<file path="src/design/assert_macros.svh">
// Assertion macros shared by the trace buffer RTL
`ifndef ASSERT_MACROS_SVH
`define ASSERT_MACROS_SVH

`ifndef SYNTHESIS

`define ASSERT_RST(label, clk, rst_n, prop) \
  label: assert property (@(posedge clk) disable iff (!rst_n) prop) \
    else $error("assertion failed");

`define ASSERT_ALWAYS(label, clk, prop) \
  label: assert property (@(posedge clk) prop) \
    else $error("assertion failed");

`else

`define ASSERT_RST(label, clk, rst_n, prop)

`define ASSERT_ALWAYS(label, clk, prop)

`endif

`endif

</file>
<file path="src/design/ettb_pkg.sv">
// Types and constants of the event timing trace buffer
`timescale 1ns / 1ps
package ettb_pkg;

  localparam int TRACE_DEPTH = 128;
  localparam int ADDR_W      = $clog2(TRACE_DEPTH);
  localparam int POS_W       = $clog2(TRACE_DEPTH + 1);
  localparam int IDX_W       = 7;
  localparam int WORD_W      = 32;
  localparam int COUNT_W     = 8;
  localparam int TFB_W       = 5;

  localparam logic [TFB_W-1:0] TFB_RESET = 5'd28;

  localparam logic [1:0] ACT_LOG   = 2'd0;
  localparam logic [1:0] ACT_CLEAR = 2'd1;
  localparam logic [1:0] ACT_READ  = 2'd2;

  localparam logic [1:0] OP_CLR  = 2'd0;
  localparam logic [1:0] OP_SET  = 2'd1;
  localparam logic [1:0] OP_TGL  = 2'd2;
  localparam logic [1:0] OP_LOAD = 2'd3;

  localparam logic [1:0] ST_STORED    = 2'd0;
  localparam logic [1:0] ST_FULL      = 2'd1;
  localparam logic [1:0] ST_TOO_LARGE = 2'd2;
  localparam logic [1:0] ST_NOT_LOG   = 2'd3;

  typedef struct packed {
    logic [1:0]       action;
    logic [63:0]      timestamp;
    logic [1:0]       signal_op;
    logic [7:0]       bit_or_value;
    logic [IDX_W-1:0] read_index;
  } in_word_t;

  typedef struct packed {
    logic [WORD_W-1:0]  read_word;
    logic [COUNT_W-1:0] entry_count;
    logic [1:0]         status;
  } out_word_t;

  typedef struct packed {
    logic              en;
    logic [ADDR_W-1:0] addr;
    logic [WORD_W-1:0] data;
  } wr_req_t;

  typedef struct packed {
    logic               is_read;
    logic               rd_zero;
    logic [WORD_W-1:0]  word;
    logic [COUNT_W-1:0] count;
    logic [1:0]         status;
  } stage_t;

endpackage

</file>
<file path="src/design/ettb_ram.sv">
// Single-port-write, registered-read RAM for trace words
`timescale 1ns / 1ps
module ettb_ram #(
  parameter int DEPTH = 128,
  parameter int AW    = 7,
  parameter int DW    = 32
) (
  input  logic          clk,
  input  logic          wr_en,
  input  logic [AW-1:0] wr_addr,
  input  logic [DW-1:0] wr_data,
  input  logic          rd_en,
  input  logic [AW-1:0] rd_addr,
  output logic [DW-1:0] rd_data
);

  logic [DW-1:0] mem [DEPTH];
  logic [DW-1:0] rd_data_r;

  always_ff @(posedge clk) begin
    if (wr_en) begin
      mem[wr_addr] <= wr_data;
    end
  end

  always_ff @(posedge clk) begin
    if (rd_en) begin
      rd_data_r <= mem[rd_addr];
    end
  end

  assign rd_data = rd_data_r;

endmodule

</file>
<file path="src/design/ettb_ctrl.sv">
// Log, clear and read control: pointer, start time and last stored word
`timescale 1ns / 1ps
module ettb_ctrl (
  input  logic                      clk,
  input  logic                      rst_n,
  input  logic                      accept,
  input  ettb_pkg::in_word_t        in_data,
  input  logic                      cfg_wr_en,
  input  logic [ettb_pkg::TFB_W-1:0] cfg_wr_data,
  output ettb_pkg::wr_req_t         wr_req,
  output logic [ettb_pkg::ADDR_W-1:0] rd_addr,
  output ettb_pkg::stage_t          stage
);
  import ettb_pkg::*;

  localparam int EXT_W = ADDR_W + IDX_W;

  logic [TFB_W-1:0]  tfb_r;
  logic [POS_W-1:0]  wp_r, wp_nxt;
  logic [63:0]       start_r, start_nxt;
  logic [WORD_W-1:0] prev_r, prev_nxt;
  stage_t            stage_r, stage_nxt;

  logic [63:0]       elapsed;
  logic              fits, full;
  logic [WORD_W-1:0] field, bitm, new_field, new_word;
  logic [EXT_W-1:0]  ridx_ext;

  always_comb begin
    elapsed  = in_data.timestamp - start_r;
    fits     = (elapsed >> tfb_r) == 64'd0;
    full     = wp_r >= POS_W'(TRACE_DEPTH);
    field    = prev_r >> tfb_r;
    bitm     = (in_data.bit_or_value < 8'd32) ? (32'd1 << in_data.bit_or_value[4:0]) : '0;
    case (in_data.signal_op)
      OP_CLR:  new_field = field & ~bitm;
      OP_SET:  new_field = field | bitm;
      OP_TGL:  new_field = field ^ bitm;
      default: new_field = {24'd0, in_data.bit_or_value};
    endcase
    new_word = (new_field << tfb_r) | elapsed[WORD_W-1:0];
    ridx_ext = {{ADDR_W{1'b0}}, in_data.read_index};
  end

  always_comb begin
    wp_nxt            = wp_r;
    start_nxt         = start_r;
    prev_nxt          = prev_r;
    wr_req.en         = 1'b0;
    wr_req.addr       = wp_r[ADDR_W-1:0];
    wr_req.data       = new_word;
    stage_nxt.is_read = 1'b0;
    stage_nxt.rd_zero = (ridx_ext >= EXT_W'(TRACE_DEPTH)) || (ridx_ext == '0);
    stage_nxt.word    = '0;
    stage_nxt.status  = ST_NOT_LOG;
    case (in_data.action)
      ACT_LOG: begin
        if (full) begin
          stage_nxt.status = ST_FULL;
        end else if (!fits) begin
          stage_nxt.status = ST_TOO_LARGE;
        end else begin
          stage_nxt.status = ST_STORED;
          stage_nxt.word   = new_word;
          wr_req.en        = accept;
          wp_nxt           = wp_r + POS_W'(1);
          prev_nxt         = new_word;
        end
      end
      ACT_CLEAR: begin
        start_nxt = in_data.timestamp;
        wp_nxt    = POS_W'(1);
        prev_nxt  = '0;
      end
      ACT_READ: begin
        stage_nxt.is_read = 1'b1;
      end
      default: begin
        stage_nxt.status = ST_NOT_LOG;
      end
    endcase
    stage_nxt.count = COUNT_W'(wp_nxt);
  end

  always_ff @(posedge clk) begin
    if (!rst_n) begin
      tfb_r   <= TFB_RESET;
      wp_r    <= POS_W'(1);
      start_r <= '0;
      prev_r  <= '0;
    end else begin
      if (cfg_wr_en) begin
        tfb_r <= cfg_wr_data;
      end
      if (accept) begin
        wp_r    <= wp_nxt;
        start_r <= start_nxt;
        prev_r  <= prev_nxt;
      end
    end
  end

  always_ff @(posedge clk) begin
    if (accept) begin
      stage_r <= stage_nxt;
    end
  end

  assign rd_addr = ridx_ext[ADDR_W-1:0];
  assign stage   = stage_r;

endmodule

</file>
<file path="src/design/event_timing_trace_buffer.sv">
// Top level of the event timing trace buffer
//
// Input channel in_valid/in_ready/in_data carries one word per request:
// log an event, clear and restart, or read a stored entry. Every accepted
// word gives exactly one result word on out_valid/out_ready/out_data, in
// order. Each accepted request is registered in the result stage, where
// the decision, pointer update and RAM access take place, and then moves
// into the output register. One request is accepted per cycle while
// in_ready is high; the trace RAM has a registered read port and a
// separate write port, and the previous entry's signal field is kept in a
// register, so back-to-back logs need no stall. cfg_wr_en/cfg_wr_data set
// the time field width; write it only when idle. Reset sets the pointer to
// one, the start time to zero, the width to 28 and empties the pipeline;
// entry zero reads as zero. While out_ready is low the result stage holds
// and one more request is taken before in_ready drops.
`timescale 1ns / 1ps
`include "assert_macros.svh"
module event_timing_trace_buffer (
  input  logic                       clk,
  input  logic                       rst_n,
  input  logic                       in_valid,
  output logic                       in_ready,
  input  ettb_pkg::in_word_t         in_data,
  output logic                       out_valid,
  input  logic                       out_ready,
  output ettb_pkg::out_word_t        out_data,
  input  logic                       cfg_wr_en,
  input  logic [ettb_pkg::TFB_W-1:0] cfg_wr_data
);
  import ettb_pkg::*;

  logic              accept;
  wr_req_t           wr_req;
  logic [ADDR_W-1:0] rd_addr;
  logic [WORD_W-1:0] rd_data;
  stage_t            stage;
  logic              s1_valid_r, s1_valid_nxt;
  logic              out_valid_r, out_valid_nxt;
  logic              s1_move;
  out_word_t         out_data_r;

  assign s1_move  = s1_valid_r && (!out_valid_r || out_ready);
  assign in_ready = !s1_valid_r || !out_valid_r || out_ready;
  assign accept   = in_valid && in_ready;

  ettb_ctrl u_ctrl (
    .clk         (clk),
    .rst_n       (rst_n),
    .accept      (accept),
    .in_data     (in_data),
    .cfg_wr_en   (cfg_wr_en),
    .cfg_wr_data (cfg_wr_data),
    .wr_req      (wr_req),
    .rd_addr     (rd_addr),
    .stage       (stage)
  );

  ettb_ram #(
    .DEPTH (TRACE_DEPTH),
    .AW    (ADDR_W),
    .DW    (WORD_W)
  ) u_ram (
    .clk     (clk),
    .wr_en   (wr_req.en),
    .wr_addr (wr_req.addr),
    .wr_data (wr_req.data),
    .rd_en   (accept),
    .rd_addr (rd_addr),
    .rd_data (rd_data)
  );

  always_comb begin
    s1_valid_nxt  = accept || (s1_valid_r && !s1_move);
    out_valid_nxt = s1_move || (out_valid_r && !out_ready);
  end

  always_ff @(posedge clk) begin
    if (!rst_n) begin
      s1_valid_r  <= 1'b0;
      out_valid_r <= 1'b0;
    end else begin
      s1_valid_r  <= s1_valid_nxt;
      out_valid_r <= out_valid_nxt;
    end
  end

  always_ff @(posedge clk) begin
    if (s1_move) begin
      out_data_r.read_word   <= stage.is_read ? (stage.rd_zero ? '0 : rd_data) : stage.word;
      out_data_r.entry_count <= stage.count;
      out_data_r.status      <= stage.status;
    end
  end

  assign out_valid = out_valid_r;
  assign out_data  = out_data_r;

  `ASSERT_ALWAYS(a_reset_empty, clk, !rst_n |=> !out_valid)
  `ASSERT_RST(a_stall_blocks, clk, rst_n, (s1_valid_r && out_valid_r && !out_ready) |-> !in_ready)
  `ASSERT_RST(a_count_nonzero, clk, rst_n, out_valid |-> (out_data.entry_count != '0))
  `ASSERT_RST(a_full_at_depth, clk, rst_n, (out_valid && out_data.status == ST_FULL) |-> (out_data.entry_count == COUNT_W'(TRACE_DEPTH)))

endmodule
</file>
<file path="config.mk">
export PLATFORM = sky130hd
export DESIGN_NAME = event_timing_trace_buffer
export DESIGN_NICKNAME = d
export VERILOG_FILES = /design/src/design/ettb_pkg.sv /design/src/design/ettb_ram.sv /design/src/design/ettb_ctrl.sv /design/src/design/event_timing_trace_buffer.sv
export VERILOG_INCLUDE_DIRS = /design/src /design/src/design
export SDC_FILE = /design/constraint.sdc
export NUM_CORES = 2
export LEC_CHECK = 0
export ABC_AREA = 0
export BUFFER_PORTS_ARGS = -buffer_cell sky130_fd_sc_hd__buf_2
export CAP_MARGIN = 30
export CORE_ASPECT_RATIO = 0.5
export CORE_MARGIN = 4
export CORE_UTILIZATION = 35
export CTS_BUF_LIST = sky130_fd_sc_hd__clkbuf_16
export DETAILED_ROUTE_END_ITERATION = 6
export GPL_TIMING_DRIVEN = 0
export MAX_ROUTING_LAYER = met4
export PLACE_DENSITY_LB_ADDON = 0.2
export SYNTH_ARGS = -nofsm -noshare
export SYNTH_HDL_FRONTEND = slang
export SYNTH_SLANG_ARGS = --single-unit
export TNS_END_PERCENT = 30
</file>
<file path="constraint.sdc">
create_clock -name clk -period 27.3 [get_ports clk]
set_clock_uncertainty 0.05 [all_clocks]
set_input_delay 5.46 -clock clk [delete_from_list [all_inputs] [get_ports clk]]
set_output_delay 5.46 -clock clk [all_outputs]
set_load 0.02 [all_outputs]
</file>
==> results.sh <==
export IMPL_use_met3=0.0498
export IMPL_crit_type="primary input to register"
export IMPL_firstDrtPassIters=6
export IMPL_max_cap_viol_count=0
export IMPL_wl_per_cell_um=34.4
export IMPL_fin_area_mm2=0.210
export IMPL_drt_initial_drc_count=13800
export IMPL_nNetsFinal=10200
export IMPL_status="finished clean"
export IMPL_relSlewSlack=0.245
export IMPL_finalMaxSlewViolations=0
export IMPL_cts_root_buf="clkbuf_16"
export IMPL_worstSetupEndpointType="register"
export IMPL_pwr_density_cell_mw_per_mm2=70.3
export IMPL_critical_path_arrival_ps=13820
export IMPL_period_needed_ps=13260
export IMPL_grt_pass1_wl_um=800000
export IMPL_switching_share=0.245
export IMPL_synthSimpleGateAreaFrac=0.0312
export IMPL_holdBufCountCts=0
export IMPL_rsz0062_at_grt="no"
export IMPL_synth_avg_cell_area_um2=20.2
export IMPL_synth_cell_types=107
export IMPL_peakVddDrop_mv=0.0543
export IMPL_synthAdderAreaFrac=0.00923
export IMPL_synth_edf_count=4214
export IMPL_cpLargestDelayFamily="simple AND/OR/NAND/NOR gates"
export IMPL_cpMostUsedCell="buf_2"
export IMPL_clock_latency_ps=930
export IMPL_place_congestion=0.928
export IMPL_clk_pin_slew_ps=60
export IMPL_fin_total_pwr_uw=14700
export IMPL_placed_area_mm2=0.196
export IMPL_regToRegSetupSlack_ps=17190
export IMPL_clockBufferDepth=4
export IMPL_grtUsageTotal=0.227
export IMPL_viasPerCell=5.70
export IMPL_intPower_uw=11100
export IMPL_cpPeakStageDelay_ps=920
export IMPL_synthXorXnorAreaFrac=0.00208
export IMPL_fmax_mhz=75.4
export IMPL_die_h_um=511
export IMPL_grt_pass1_vias=94200
export IMPL_routed_wl_um=588000
export IMPL_tightest_slew_ps=1130
export IMPL_start_util=0.352
export IMPL_power_frac_comb=0.104
export IMPL_io_pins=137
export IMPL_synth_top_family_by_area="multiplexers"
export IMPL_crit_buf_inv=7
export IMPL_mostFrequentLayoutCells="4,214 x edfxtp_1, 1,374 x mux4_2, 450 x nand2_1"
export IMPL_rows=184
export IMPL_synth_warnings=0
export IMPL_netlist_instances=8758
export IMPL_area_growth_pct=18.5
export IMPL_cts_tree="done"
export IMPL_drc=0
export IMPL_ys_seq_elements=4325
export IMPL_port_buffers=127
export IMPL_antenna_found_initial=100
export IMPL_grt_overflow=0
export IMPL_critical_path_max_fanout=19
export IMPL_use_met2=0.331
export IMPL_leakage_uw=0.0660
export IMPL_yosysSeqAreaShare=0.728
export IMPL_ant_nets=0
export IMPL_cts_setup_buffers=0
export IMPL_startpoint_type="primary input"
export IMPL_die_w_um=1010
export IMPL_design_core_area_mm2=0.503
export IMPL_vias=97500
export IMPL_drive_gt1_frac=0.300
export IMPL_hold_violations=0
export IMPL_synth_nets=8981
export IMPL_cts_max_level=5
export IMPL_cts_resized=0
export IMPL_required_ps=27860
export IMPL_power_switching_uw=3610
export IMPL_period_share=0.486
export IMPL_die_area_mm2=0.518
export IMPL_synth_cell_area_mm2=0.177
export IMPL_grt_met1_usage=0.325
export IMPL_grt_max_degree=107
export IMPL_finalSetupViolCount=0
export IMPL_p_clk_frac=0.382
export IMPL_cts_sinks=4325
export IMPL_crit_path_cell_trace="buf_2, ha_1, buf_2, nand4_1, nor3_1, nand3_1, a211oi_1, nor3_2, o21ai_1, xor2_1, a2111o_1, a22oi_1, o21ai_0, o2bb2ai_1, nand4bb_1, or4_1, buf_2, or2_2, clkbuf_1, buf_8, clkbuf_2, nor2_4, buf_12"
export IMPL_synthFlopType="edfxtp_1"
export IMPL_place_hpwl_um=440000
export IMPL_final_common_cell="edfxtp_1"
export IMPL_top_usage_layer="met2"
export IMPL_muxShareOfSynthArea=0.183
export IMPL_synth_async_reset_ratio=0
export IMPL_worst_path_max_delay_cell="nor2_4"
export IMPL_setup_tns_ps=0
export IMPL_cts_buffers_inserted=411
export IMPL_hp_class="register to register"
export IMPL_synth_compound_area_frac=0.0313
export IMPL_seq_power_share=0.514
## synth_stat cells, types with 19 or more instances
master	n	area, um2
or3_1	19	119
o21ai_1	29	145
dfxtp_1	111	2220
a21oi_1	217	1090
mux2_2	44	495
a21o_1	26	195
nand2_1	454	1700
nor4_1	19	119
o211ai_1	39	293
o21a_1	26	195
ha_1	129	1610
buf_1	123	462
o21ai_0	170	851
inv_1	211	792
buf_2	28	140
xnor2_1	30	263
o22ai_1	52	325
nor3_1	153	766
o2bb2ai_1	19	166
nand3_1	50	250
mux2i_1	94	941
nor2_1	314	1180
and3_1	29	181
nand4_1	46	288
mux4_2	1374	30900
a211oi_1	32	240
edfxtp_1	4214	127000
clkbuf_1	335	1260
## state kept, by name (all words and copies together), names as in the netlist
register        cells
u_ctrl.stage       44
u_ram.mem        4096
u_ctrl.wp_r         8
out_data           42
out_valid           1
u_ctrl.prev_r      32
s1_valid_r          1
u_ctrl.tfb_r        5
u_ram.rd_data      32
u_ctrl.start_r     64
## worst paths after layout
path | start | end | cells after the start
min reg2reg | u_ctrl.start_r[7]$_SDFFE_PN0P_ | u_ctrl.start_r[7]$_SDFFE_PN0P_ | 2
min | u_ctrl.start_r[7]$_SDFFE_PN0P_ | u_ctrl.start_r[7]$_SDFFE_PN0P_ | 2
max | in_data[55] | u_ram.mem[39][10]$_DFFE_PP_ | 23
max reg2reg | u_ctrl.tfb_r[0]$_SDFFE_PN0P_ | u_ram.mem[40][31]$_DFFE_PP_ | 27
## layout make-up
cell class | instances | area [um2]
Sequential cell | 4325 | 129000
Antenna cell | 93 | 233
Clock buffer | 419 | 10500
Tap cell | 6696 | 8380
Multi-Input combinational cell | 3721 | 46300
Clock inverter | 322 | 2430
Buffer | 497 | 2010
Timing Repair Buffer | 808 | 10300
Fill cell | 44000 | 293000
Inverter | 215 | 882
## power groups by stage
stage          clock network, uW  logic [uW]  registers [uW]
2_1_floorplan                  0         701            7780
3_3_place_gp                   0        1340            7890
3_5_place_dp                   0        1510            7720
4_1_cts                     5720        1520            7580
5_1_grt                     6000        1600            7580
6_report                    5630        1530            7580
## logic make-up (layout without fill, tap and decap cells)
kind of cell	after synthesis	count (layout)
AO/OA/AOI/OAI	832	832
XOR/XNOR	42	42
adder cells (fa/ha/maj)	130	130
buffers and inverters	712	2261
flip-flops	4325	4325
multiplexers	1512	1512
other	0	93
AND/OR/NAND/NOR	1205	1205
## per-stage QoR
step                       util  cells  hold slack [ps]  worst slack, ps
after floorplan               -   8758              350            13520
after global placement    0.370  15600              394             2930
after detailed placement  0.390  16300              398            13470
after CTS                 0.416  17000              407            14460
after global routing      0.417  17100              426            14020
final                     0.417  17100              407            14040
## per-layer routing
layer	routed length [um]	share of wire
met3	53500	0.091
met4	17500	0.030
met2	263000	0.45
met5	0	0
met1	253000	0.43
## tightest hold or removal path: stages (launching register included)
cell,delay [ps]
dfxtp_1,310
nand2_1,50
a21oi_1,50
(Power assumes the default switching activity.)
